### config.mk
export PLATFORM = sky130hd
export DESIGN_NAME = torus_next_hop_router
export DESIGN_NICKNAME = d
export VERILOG_FILES = /design/src/design/tnh_pkg.sv /design/src/design/tnh_div.sv /design/src/design/torus_next_hop_router.sv
export SDC_FILE = /design/constraint.sdc
export NUM_CORES = 1
export LEC_CHECK = 0
export ABC_AREA = 0
export BUFFER_PORTS_ARGS = -buffer_cell sky130_fd_sc_hd__buf_2
export CAP_MARGIN = 25
export CORE_ASPECT_RATIO = 0.7
export CORE_MARGIN = 8
export CORE_UTILIZATION = 35
export CTS_BUF_LIST = sky130_fd_sc_hd__clkbuf_4 sky130_fd_sc_hd__clkbuf_8
export DETAILED_ROUTE_END_ITERATION = 6
export GPL_TIMING_DRIVEN = 0
export HOLD_SLACK_MARGIN = 0.15
export PLACE_DENSITY = 0.56
export SKIP_CTS_REPAIR_TIMING = 1
export SYNTH_ARGS = -nofsm -noshare
export SYNTH_HDL_FRONTEND = slang
export SYNTH_HIERARCHICAL = 1
export SYNTH_SLANG_ARGS = --single-unit
### constraint.sdc
create_clock -name clk -period 9.85 [get_ports clk]
set_input_delay 0.4925 -clock clk [delete_from_list [all_inputs] [get_ports clk]]
set_output_delay 0.4925 -clock clk [all_outputs]
set_load 0.005 [all_outputs]
### src/design/tnh_pkg.sv
package tnh_pkg;

  // Fixed field widths
  localparam int RANK_W   = 10;
  localparam int CNT_W    = 6;
  localparam int POS_W    = RANK_W + 1;
  localparam int TDATA_W  = 16;

  // Configuration port
  localparam int CFG_IDX_W  = 2;
  localparam int CFG_DATA_W = 10;

  localparam logic [CFG_IDX_W-1:0] CFG_OWN_RANK     = 2'd0;
  localparam logic [CFG_IDX_W-1:0] CFG_COLUMN_COUNT = 2'd1;
  localparam logic [CFG_IDX_W-1:0] CFG_ROW_COUNT    = 2'd2;

  // Divider: quotient bits resolved per pipeline stage
  localparam int DIV_BITS_PER_STAGE = 2;
  localparam int DIV_STAGES         = RANK_W / DIV_BITS_PER_STAGE;

  // One hop from x toward y on a ring of len positions, shorter way round,
  // direct way on a tie.
  function automatic logic [POS_W-1:0] ring_step(input logic [POS_W-1:0] x,
                                                 input logic [POS_W-1:0] y,
                                                 input logic [POS_W-1:0] len);
    logic [POS_W-1:0] d;
    logic [POS_W:0]   d2;
    logic             go_round;
    logic             up;
    logic [POS_W-1:0] nx;
    d        = (x > y) ? (x - y) : (y - x);
    d2       = {d, 1'b0};
    go_round = d2 > {1'b0, len};
    up       = (x > y) ? go_round : !go_round;
    if (up) begin
      nx = x + POS_W'(1);
    end else if (x == '0) begin
      nx = len - POS_W'(1);
    end else begin
      nx = x - POS_W'(1);
    end
    if (nx == len) begin
      nx = '0;
    end
    return nx;
  endfunction

endpackage

### src/design/tnh_div.sv
// Pipelined restoring divider, two lanes sharing one divisor.
// Resolves DIV_BITS_PER_STAGE quotient bits per stage, one item per cycle while out_ready is high.
module tnh_div #(
  parameter int DIV_W = 6
) (
  input  logic                       clk,
  input  logic                       rst_n,
  input  logic [DIV_W-1:0]           divisor,
  input  logic                       in_valid,
  output logic                       in_ready,
  input  logic [tnh_pkg::RANK_W-1:0] in_num_a,
  input  logic [tnh_pkg::RANK_W-1:0] in_num_b,
  output logic                       out_valid,
  input  logic                       out_ready,
  output logic [tnh_pkg::RANK_W-1:0] out_quo_a,
  output logic [DIV_W-1:0]           out_rem_a,
  output logic [tnh_pkg::RANK_W-1:0] out_quo_b,
  output logic [DIV_W-1:0]           out_rem_b
);
  import tnh_pkg::*;

  localparam int LANES  = 2;
  localparam int CHK_W  = RANK_W + DIV_W;

  logic [DIV_STAGES-1:0] valid_r;
  logic [DIV_STAGES:0]   rdy;
  logic [RANK_W-1:0]     num_r [DIV_STAGES][LANES];
  logic [RANK_W-1:0]     quo_r [DIV_STAGES][LANES];
  logic [DIV_W-1:0]      rem_r [DIV_STAGES][LANES];

  assign rdy[DIV_STAGES] = out_ready;
  assign in_ready        = rdy[0];

  for (genvar k = 0; k < DIV_STAGES; k++) begin : g_stage
    logic              src_valid;
    logic [RANK_W-1:0] src_num [LANES];
    logic [RANK_W-1:0] src_quo [LANES];
    logic [DIV_W-1:0]  src_rem [LANES];
    logic [RANK_W-1:0] quo_nxt [LANES];
    logic [DIV_W-1:0]  rem_nxt [LANES];

    // stage input: port beat or previous stage
    if (k == 0) begin : g_first
      assign src_valid  = in_valid;
      assign src_num[0] = in_num_a;
      assign src_num[1] = in_num_b;
      assign src_quo[0] = '0;
      assign src_quo[1] = '0;
      assign src_rem[0] = '0;
      assign src_rem[1] = '0;
    end else begin : g_rest
      assign src_valid = valid_r[k-1];
      for (genvar l = 0; l < LANES; l++) begin : g_lane
        assign src_num[l] = num_r[k-1][l];
        assign src_quo[l] = quo_r[k-1][l];
        assign src_rem[l] = rem_r[k-1][l];
      end
    end

    // for each quotient bit of the stage: shift in one dividend bit, subtract if it fits
    always_comb begin
      logic [DIV_W:0] acc;
      for (int l = 0; l < LANES; l++) begin
        quo_nxt[l] = src_quo[l];
        acc        = {1'b0, src_rem[l]};
        for (int t = 0; t < DIV_BITS_PER_STAGE; t++) begin
          acc = {acc[DIV_W-1:0], src_num[l][RANK_W-1-(k*DIV_BITS_PER_STAGE+t)]};
          if (acc >= {1'b0, divisor}) begin
            acc = acc - {1'b0, divisor};
            quo_nxt[l][RANK_W-1-(k*DIV_BITS_PER_STAGE+t)] = 1'b1;
          end
        end
        rem_nxt[l] = acc[DIV_W-1:0];
      end
    end

    assign rdy[k] = !valid_r[k] || rdy[k+1];

    always_ff @(posedge clk) begin
      if (!rst_n) begin
        valid_r[k] <= 1'b0;
      end else if (rdy[k]) begin
        valid_r[k] <= src_valid;
      end
    end

    always_ff @(posedge clk) begin
      if (rdy[k] && src_valid) begin
        for (int l = 0; l < LANES; l++) begin
          num_r[k][l] <= src_num[l];
          quo_r[k][l] <= quo_nxt[l];
          rem_r[k][l] <= rem_nxt[l];
        end
      end
    end
  end

  assign out_valid = valid_r[DIV_STAGES-1];
  assign out_quo_a = quo_r[DIV_STAGES-1][0];
  assign out_rem_a = rem_r[DIV_STAGES-1][0];
  assign out_quo_b = quo_r[DIV_STAGES-1][1];
  assign out_rem_b = rem_r[DIV_STAGES-1][1];

  // remainders stay below the divisor
  a_rem_below: assert property (@(posedge clk) disable iff (!rst_n)
    out_valid |-> (out_rem_a < divisor) && (out_rem_b < divisor))
    else $error("divider remainder not below divisor");

  // quotient and remainder rebuild the dividend
  a_rebuild_a: assert property (@(posedge clk) disable iff (!rst_n)
    out_valid |-> (CHK_W'(out_quo_a) * CHK_W'(divisor) + CHK_W'(out_rem_a))
                  == CHK_W'(num_r[DIV_STAGES-1][0]))
    else $error("divider lane a result inconsistent");

  a_rebuild_b: assert property (@(posedge clk) disable iff (!rst_n)
    out_valid |-> (CHK_W'(out_quo_b) * CHK_W'(divisor) + CHK_W'(out_rem_b))
                  == CHK_W'(num_r[DIV_STAGES-1][1]))
    else $error("divider lane b result inconsistent");

endmodule

### src/design/torus_next_hop_router.sv
// Channel | Dir | Handshake            | Payload
// --------+-----+----------------------+--------------------------------------
// in_     | in  | in_tvalid/in_tready  | tdata[9:0] destination
// out_    | out | out_tvalid/out_tready| tdata[9:0] next_node, tuser arrived
// cfg_    | in  | cfg_valid/cfg_ready  | cfg_index register, cfg_data value
//
// One beat per cycle sustained while out_tready is high. Five divider stages
// split both node numbers into row and column (2 quotient bits each), one
// stage takes the ring steps, one forms the node number and holds the result.
// rst_n is synchronous; it empties the pipeline and loads own_rank 0,
// column_count 1, row_count 1. A stalled output backs up stage by stage;
// bubbles are squeezed out. cfg_ready is always high.
module torus_next_hop_router #(
  parameter int MAX_DIM = 32
) (
  input  logic                           clk,
  input  logic                           rst_n,
  input  logic                           in_tvalid,
  output logic                           in_tready,
  input  logic [tnh_pkg::TDATA_W-1:0]    in_tdata,   // [9:0] destination
  output logic                           out_tvalid,
  input  logic                           out_tready,
  output logic [tnh_pkg::TDATA_W-1:0]    out_tdata,  // [9:0] next_node
  output logic                           out_tuser,  // [0] arrived
  input  logic                           cfg_valid,
  output logic                           cfg_ready,
  input  logic [tnh_pkg::CFG_IDX_W-1:0]  cfg_index,
  input  logic [tnh_pkg::CFG_DATA_W-1:0] cfg_data
);
  import tnh_pkg::*;

  localparam int CNT_EFF_W = $clog2(MAX_DIM + 1);
  localparam int PROD_W    = POS_W + CNT_EFF_W;

  // Configuration registers, counts stored already clamped
  logic [RANK_W-1:0]    own_rank_r;
  logic [CNT_EFF_W-1:0] cols_r;
  logic [CNT_EFF_W-1:0] rows_r;
  logic [CNT_EFF_W-1:0] cnt_eff;
  logic [CNT_W-1:0]     cnt_raw;

  assign cfg_ready = 1'b1;
  assign cnt_raw   = cfg_data[CNT_W-1:0];

  always_comb begin
    if (cnt_raw == '0) begin
      cnt_eff = CNT_EFF_W'(1);
    end else if (int'(cnt_raw) > MAX_DIM) begin
      cnt_eff = CNT_EFF_W'(MAX_DIM);
    end else begin
      cnt_eff = CNT_EFF_W'(cnt_raw);
    end
  end

  always_ff @(posedge clk) begin
    if (!rst_n) begin
      own_rank_r <= '0;
      cols_r     <= CNT_EFF_W'(1);
      rows_r     <= CNT_EFF_W'(1);
    end else if (cfg_valid && cfg_ready) begin
      case (cfg_index)
        CFG_OWN_RANK:     own_rank_r <= cfg_data[RANK_W-1:0];
        CFG_COLUMN_COUNT: cols_r     <= cnt_eff;
        CFG_ROW_COUNT:    rows_r     <= cnt_eff;
        default:          ;
      endcase
    end
  end

  // Split own rank and destination into row/column
  logic                 div_valid;
  logic                 div_ready;
  logic [RANK_W-1:0]    my_row;
  logic [CNT_EFF_W-1:0] my_col;
  logic [RANK_W-1:0]    d_row;
  logic [CNT_EFF_W-1:0] d_col;

  tnh_div #(
    .DIV_W (CNT_EFF_W)
  ) u_div (
    .clk       (clk),
    .rst_n     (rst_n),
    .divisor   (cols_r),
    .in_valid  (in_tvalid),
    .in_ready  (in_tready),
    .in_num_a  (own_rank_r),
    .in_num_b  (in_tdata[RANK_W-1:0]),
    .out_valid (div_valid),
    .out_ready (div_ready),
    .out_quo_a (my_row),
    .out_rem_a (my_col),
    .out_quo_b (d_row),
    .out_rem_b (d_col)
  );

  // Route stage: ring steps, pick row*cols + col operands
  logic             r1_valid_r;
  logic             r1_arrived_r;
  logic             r1_col_case_r;
  logic [POS_W-1:0] r1_mul_a_r;
  logic [POS_W-1:0] r1_add_b_r;
  logic             r1_arrived_nxt;
  logic             r1_col_case_nxt;
  logic [POS_W-1:0] r1_mul_a_nxt;
  logic [POS_W-1:0] r1_add_b_nxt;
  logic [POS_W-1:0] new_col;
  logic [POS_W-1:0] new_row;
  logic             r1_rdy;
  logic             out_rdy;

  assign new_col = ring_step(POS_W'(my_col), POS_W'(d_col), POS_W'(cols_r));
  assign new_row = ring_step(POS_W'(my_row), POS_W'(d_row), POS_W'(rows_r));

  assign r1_arrived_nxt  = (my_row == d_row) && (my_col == d_col);
  assign r1_col_case_nxt = my_col != d_col;
  assign r1_mul_a_nxt    = r1_col_case_nxt ? POS_W'(my_row) : new_row;
  assign r1_add_b_nxt    = r1_col_case_nxt ? new_col : POS_W'(my_col);

  assign r1_rdy    = !r1_valid_r || out_rdy;
  assign div_ready = r1_rdy;

  always_ff @(posedge clk) begin
    if (!rst_n) begin
      r1_valid_r <= 1'b0;
    end else if (r1_rdy) begin
      r1_valid_r <= div_valid;
    end
  end

  always_ff @(posedge clk) begin
    if (r1_rdy && div_valid) begin
      r1_arrived_r  <= r1_arrived_nxt;
      r1_col_case_r <= r1_col_case_nxt;
      r1_mul_a_r    <= r1_mul_a_nxt;
      r1_add_b_r    <= r1_add_b_nxt;
    end
  end

  // Output stage: node number = row * cols + col, masked to rank width, zero for arrived beats
  logic              out_valid_r;
  logic              out_arrived_r;
  logic [RANK_W-1:0] out_node_r;
  logic [PROD_W-1:0] node_full;
  logic [RANK_W-1:0] out_node_nxt;

  assign node_full    = PROD_W'(r1_mul_a_r) * PROD_W'(cols_r) + PROD_W'(r1_add_b_r);
  assign out_node_nxt = r1_arrived_r ? '0 : node_full[RANK_W-1:0];
  assign out_rdy      = !out_valid_r || out_tready;

  always_ff @(posedge clk) begin
    if (!rst_n) begin
      out_valid_r <= 1'b0;
    end else if (out_rdy) begin
      out_valid_r <= r1_valid_r;
    end
  end

  always_ff @(posedge clk) begin
    if (out_rdy && r1_valid_r) begin
      out_arrived_r <= r1_arrived_r;
      out_node_r    <= out_node_nxt;
    end
  end

  assign out_tvalid = out_valid_r;
  assign out_tdata  = TDATA_W'(out_node_r);
  assign out_tuser  = out_arrived_r;

  // arrived beats carry node zero
  a_arrived_zero: assert property (@(posedge clk) disable iff (!rst_n)
    out_tvalid && out_tuser |-> out_tdata[RANK_W-1:0] == '0)
    else $error("arrived beat with nonzero next node");

  // a column hop stays inside the row
  a_col_in_range: assert property (@(posedge clk) disable iff (!rst_n)
    r1_valid_r && !r1_arrived_r && r1_col_case_r |-> r1_add_b_r < POS_W'(cols_r))
    else $error("column hop outside row");

  // a held result does not change while stalled
  a_hold: assert property (@(posedge clk) disable iff (!rst_n)
    out_valid_r && !out_tready |=> out_valid_r && $stable(out_node_r)
                                   && $stable(out_arrived_r))
    else $error("output stage lost a stalled beat");

endmodule
==> results.txt <==
----------------------------------------------------
[Finish]
  Area occupied by multi-input gates ... around 0.011 mm2
  Relative area change from synthesis to final layout ... 12.9%
  Filler cell count in the final layout ... between 4k and 5k
  Number of diodes ... 0
  NumNets Final ... just over 2k
  Share of layout cells above drive strength 1 ... 0.126
  Sequential standard cell area ... between 0.006 and 0.007 mm2

[Setup path]
  Required time worst endpoint ... 10.15 ns
  CP max-delay cell ... sky130_fd_sc_hd__o31ai_4
  Cells along the critical path ... clkbuf_1 -> inv_1 -> ha_1 -> buf_2 -> nand2_2 -> a211o_1 -> a41oi_4 -> nor2_1 -> o31ai_4 -> mux2i_1 -> o21ai_0 -> a221oi_1 -> xnor2_1 -> ha_1 -> and3_1 -> a221oi_1 -> a41oi_1 -> a2111oi_0 -> nand3_2 -> and2_4 -> buf_6 -> mux2i_1 -> o22a_1
  Critical path startpoint category ... flop
  Critical path buffer and inverter count ... 4
  Max incr delay on CP ... between 0.5 and 0.6 ns
  Largest fanout on the critical path ... 10
  Cell class contributing the biggest share of worst-path delay ... compound AO/OA/AOI/OAI gates
  Critical Setup Path Class ... flop to flop
  Crit path arrival time ... between 6 and 7 ns
  Worst reg2reg startpoint ... u_div/quo_r[4][14]
  Kind of end point of the critical path ... flop
  Start point of the critical path ... u_div/quo_r[4][14]

[Drt]
  Routed Wire Length ... ~43 mm
  DRC Markers ... 0
  Total met3 wirelength after detailed routing ... between 2 and 2.5 mm
  Routed len/inst ... approximately 17 um
  Uppermost metal layer occupied by signal nets ... met4
  Number of routed nets with antenna violations ... 0
  Vias per cell ... around 5.2
  Iteration count of the initial detailed-routing pass ... 5
  Metal-1 WL ... roughly 22 mm
  1st-iter DRT viols ... slightly below 900
  Total number of vias ... 12.9k
  Detail Route met2 WL ... about 18 mm

[Global routing]
  Maximum number of pins on one net before global-route repair ... 33
  Via count of the first global-routing pass ... about 13k
  Overall track demand over capacity in global routing ... 0.145
  Global route overflow ... 0
  Initial antenna violation count ... 0
  Global-route wire length before repair ... 69.1 mm

[CTS]
  H-tree Lvls ... 2
  Root buf cell ... sky130_fd_sc_hd__clkbuf_8
  Worst-skew pair later-pin latency ... just under 0.6 ns
  Total clock sinks ... about 220
  Number of buffers on the longest clock path ... 3
  Clock edge transition at the registers on the reported setup and hold paths ... around 0.070 ns
  Number of buffers added by the clock tree synthesis step ... 40
  TritonCTS clock tree ... built

[Power]
  Worst voltage drop across the vdd grid ... 0.0954 mV
  PD cells ... 177 mW/mm2
  Leak ... 0.00775 uW

[STA]
  Final Setup Violations ... 0
  Post-route clock period utilization ... 0.656
  Highest attainable clock frequency ... 155 MHz
  Number of pins exceeding their max-slew limit in the final report ... 0
  Worst setup skew after layout ... a little under 0.05 ns
  Unrepaired setup endpoints after global routing ... false
  Final hold slack ... 0.171 ns
  Worst relative slew slack ... 0.352
  Total Negative Setup Slacks ... 0 ns
  Shortest period the worst path allows ... 6.46 ns
  Slew at the pin closest to its max-slew limit ... about 0.97 ns
  Endpoints failing hold ... 0

[Yosys]
  Count of cell types in the netlist ... 90
  Sequential cell area fraction in the yosys report ... 0.358
  Most frequent cells after synthesis ... sky130_fd_sc_hd__edfxtp_1 (190), sky130_fd_sc_hd__ha_1 (177), sky130_fd_sc_hd__inv_1 (151), sky130_fd_sc_hd__a21oi_1 (87), sky130_fd_sc_hd__nor2_1 (87)
  Post-synth EDFFs ... 190
  Asr flop ratio synth ... 0
  Area of the mapped netlist ... about 0.018 mm2
  Leading area contributor after synthesis ... sky130_fd_sc_hd__edfxtp_1
  Post-Syn Area per Cell ... between 10 and 15 um2
  Share of Yosys cell area claimed by the top area cell type ... 0.325
  Most used flip-flop cell after synthesis ... sky130_fd_sc_hd__edfxtp_1
  Synth area leaders ... sky130_fd_sc_hd__edfxtp_1 (33%), sky130_fd_sc_hd__ha_1 (13%), sky130_fd_sc_hd__fa_1 (5.6%), sky130_fd_sc_hd__dfxtp_1 (3.3%), sky130_fd_sc_hd__inv_1 (3.2%)
  Most numerous cell in the Yosys netlist ... sky130_fd_sc_hd__edfxtp_1
  Number of cells produced by synthesis ... 1,674
  Warnings, synthesis ... 6
  #FFs+latches synth ... around 220

[Floorplan]
  Placeable Area ... approximately 0.049 mm2
  Starting utilization of the core area ... 0.355
  Height of the chip ... 203 um
  Die area ... 0.0576 mm2
  Cell Rows ... 68
  IO Count ... 53
  Width of the die ... around 280 um

[Placed design]
  Last weighted congestion value of the routability-driven placer ... ~0.88
  Port Buf Inserts ... 39
  Hpwl dp ... ~33 mm

[Worst hold path]
  Hold Startpoint ... cfg_data[6]
  Hold Path Class ... input pin to flop

[Run]
  Max-cap check violation count ... 0

[Status]
  Run status ... finished, final reports clean

----------------------------------------------------
[through the flow]
| stage | util | instances | power (uW) | cell area [um2] | setup WS [ns] |
|---|---|---|---|---|---|
| finish | 0.400 | 2472 | 3500 | 19800 | 3.39 |
| global route | 0.400 | 2472 | 3710 | 19800 | 3.00 |
| CTS | 0.399 | 2464 | 3530 | 19700 | 3.40 |
| detailed placement | 0.381 | 2392 | 2510 | 18800 | 3.46 |
| global placement | 0.376 | 2383 | 2470 | 18600 | 3.47 |
| floorplan | - | 1679 | 2250 | 17600 | 4.55 |
[layout by cell type, fill, tap and decap left out, types with 29 or more instances in the layout]
cell type	n
sky130_fd_sc_hd__clkbuf_8	40
sky130_fd_sc_hd__nor2_1	87
sky130_fd_sc_hd__a21o_1	34
sky130_fd_sc_hd__o21a_1	52
sky130_fd_sc_hd__nand2_1	78
sky130_fd_sc_hd__inv_1	150
sky130_fd_sc_hd__mux2i_1	41
sky130_fd_sc_hd__fa_1	49
sky130_fd_sc_hd__ha_1	177
sky130_fd_sc_hd__edfxtp_1	190
sky130_fd_sc_hd__nor3_1	32
sky130_fd_sc_hd__nor2b_1	56
sky130_fd_sc_hd__o21ai_0	69
sky130_fd_sc_hd__clkbuf_1	29
sky130_fd_sc_hd__a21oi_1	87
sky130_fd_sc_hd__xnor2_1	64
sky130_fd_sc_hd__buf_2	52
[where the power goes]
part	leakage [uW]	internal (uW)	switching, uW
clock network	0.000460	569	418
logic	0.00531	652	678
registers	0.00199	1140	40.7
[sequential cells by signal (all words and copies together) (netlist names)]
register                 flops
r1_arrived_r                 1
u_div/out_valid              1
out_node_r                  10
own_rank_r                  10
u_div/quo_r                 60
rows_r                       6
r1_add_b_r                   8
u_div/g_stage.src_valid      4
u_div/rem_r                 60
out_tuser                    1
u_div/num_r                 40
cols_r                       6
r1_mul_a_r                  10
out_tvalid                   1
r1_valid_r                   1
[final timing paths]
check             slack [ns]  depth (start not counted)                end
setup / recovery        3.39                         23      r1_mul_a_r[9]
setup reg to reg        3.39                         23      r1_mul_a_r[9]
hold reg to reg         0.38                          0  u_div/quo_r[2][9]
hold / removal          0.17                          3      own_rank_r[6]
[routing by layer]
| layer | vias up | GRT usage |
|---|---|---|
| li1 | 6340 | - |
| met1 | 6214 | 0.213 |
| met2 | 283 | 0.221 |
| met3 | 60 | 0.0258 |
| met4 | 0 | 0.0342 |
| met5 | - | 0 |
[final cells by class]
class                      count  share of cell area
tap                          665              0.0420
timing repair buffer          56              0.0229
clock buffer                  46              0.0301
buffer                        51              0.0122
inverter                     154              0.0292
multi-input combinational   1255               0.531
sequential                   219               0.318
clock inverter                26              0.0152
[cell families (layout without fill, tap and decap cells)]
family,after synthesis,after routing,synth area share
multiplexers,107,107,0.0702
XOR/XNOR,92,92,0.0459
adder cells (fa/ha/maj),226,226,0.182
flip-flops,219,219,0.358
buffers and inverters,205,333,0.0467
AO/OA/AOI/OAI,428,428,0.176
other,2,7,0.000428
AND/OR/NAND/NOR,395,395,0.120
[worst reg2reg max path, stage by stage (launching register included)]
cell and delay, ns:
sky130_fd_sc_hd__edfxtp_1 0.35, sky130_fd_sc_hd__clkbuf_1 0.36, sky130_fd_sc_hd__inv_1 0.26, sky130_fd_sc_hd__ha_1 0.33, sky130_fd_sc_hd__buf_2 0.17, sky130_fd_sc_hd__nand2_2 0.10
sky130_fd_sc_hd__a211o_1 0.37, sky130_fd_sc_hd__a41oi_4 0.27, sky130_fd_sc_hd__nor2_1 0.10, sky130_fd_sc_hd__o31ai_4 0.56, sky130_fd_sc_hd__mux2i_1 0.34, sky130_fd_sc_hd__o21ai_0 0.14
sky130_fd_sc_hd__a221oi_1 0.31, sky130_fd_sc_hd__xnor2_1 0.17, sky130_fd_sc_hd__ha_1 0.26, sky130_fd_sc_hd__and3_1 0.20, sky130_fd_sc_hd__a221oi_1 0.26, sky130_fd_sc_hd__a41oi_1 0.12
sky130_fd_sc_hd__a2111oi_0 0.41, sky130_fd_sc_hd__nand3_2 0.28, sky130_fd_sc_hd__and2_4 0.28, sky130_fd_sc_hd__buf_6 0.15, sky130_fd_sc_hd__mux2i_1 0.13, sky130_fd_sc_hd__o22a_1 0.27
No activity file was read; power rests on OpenSTA's default activity.
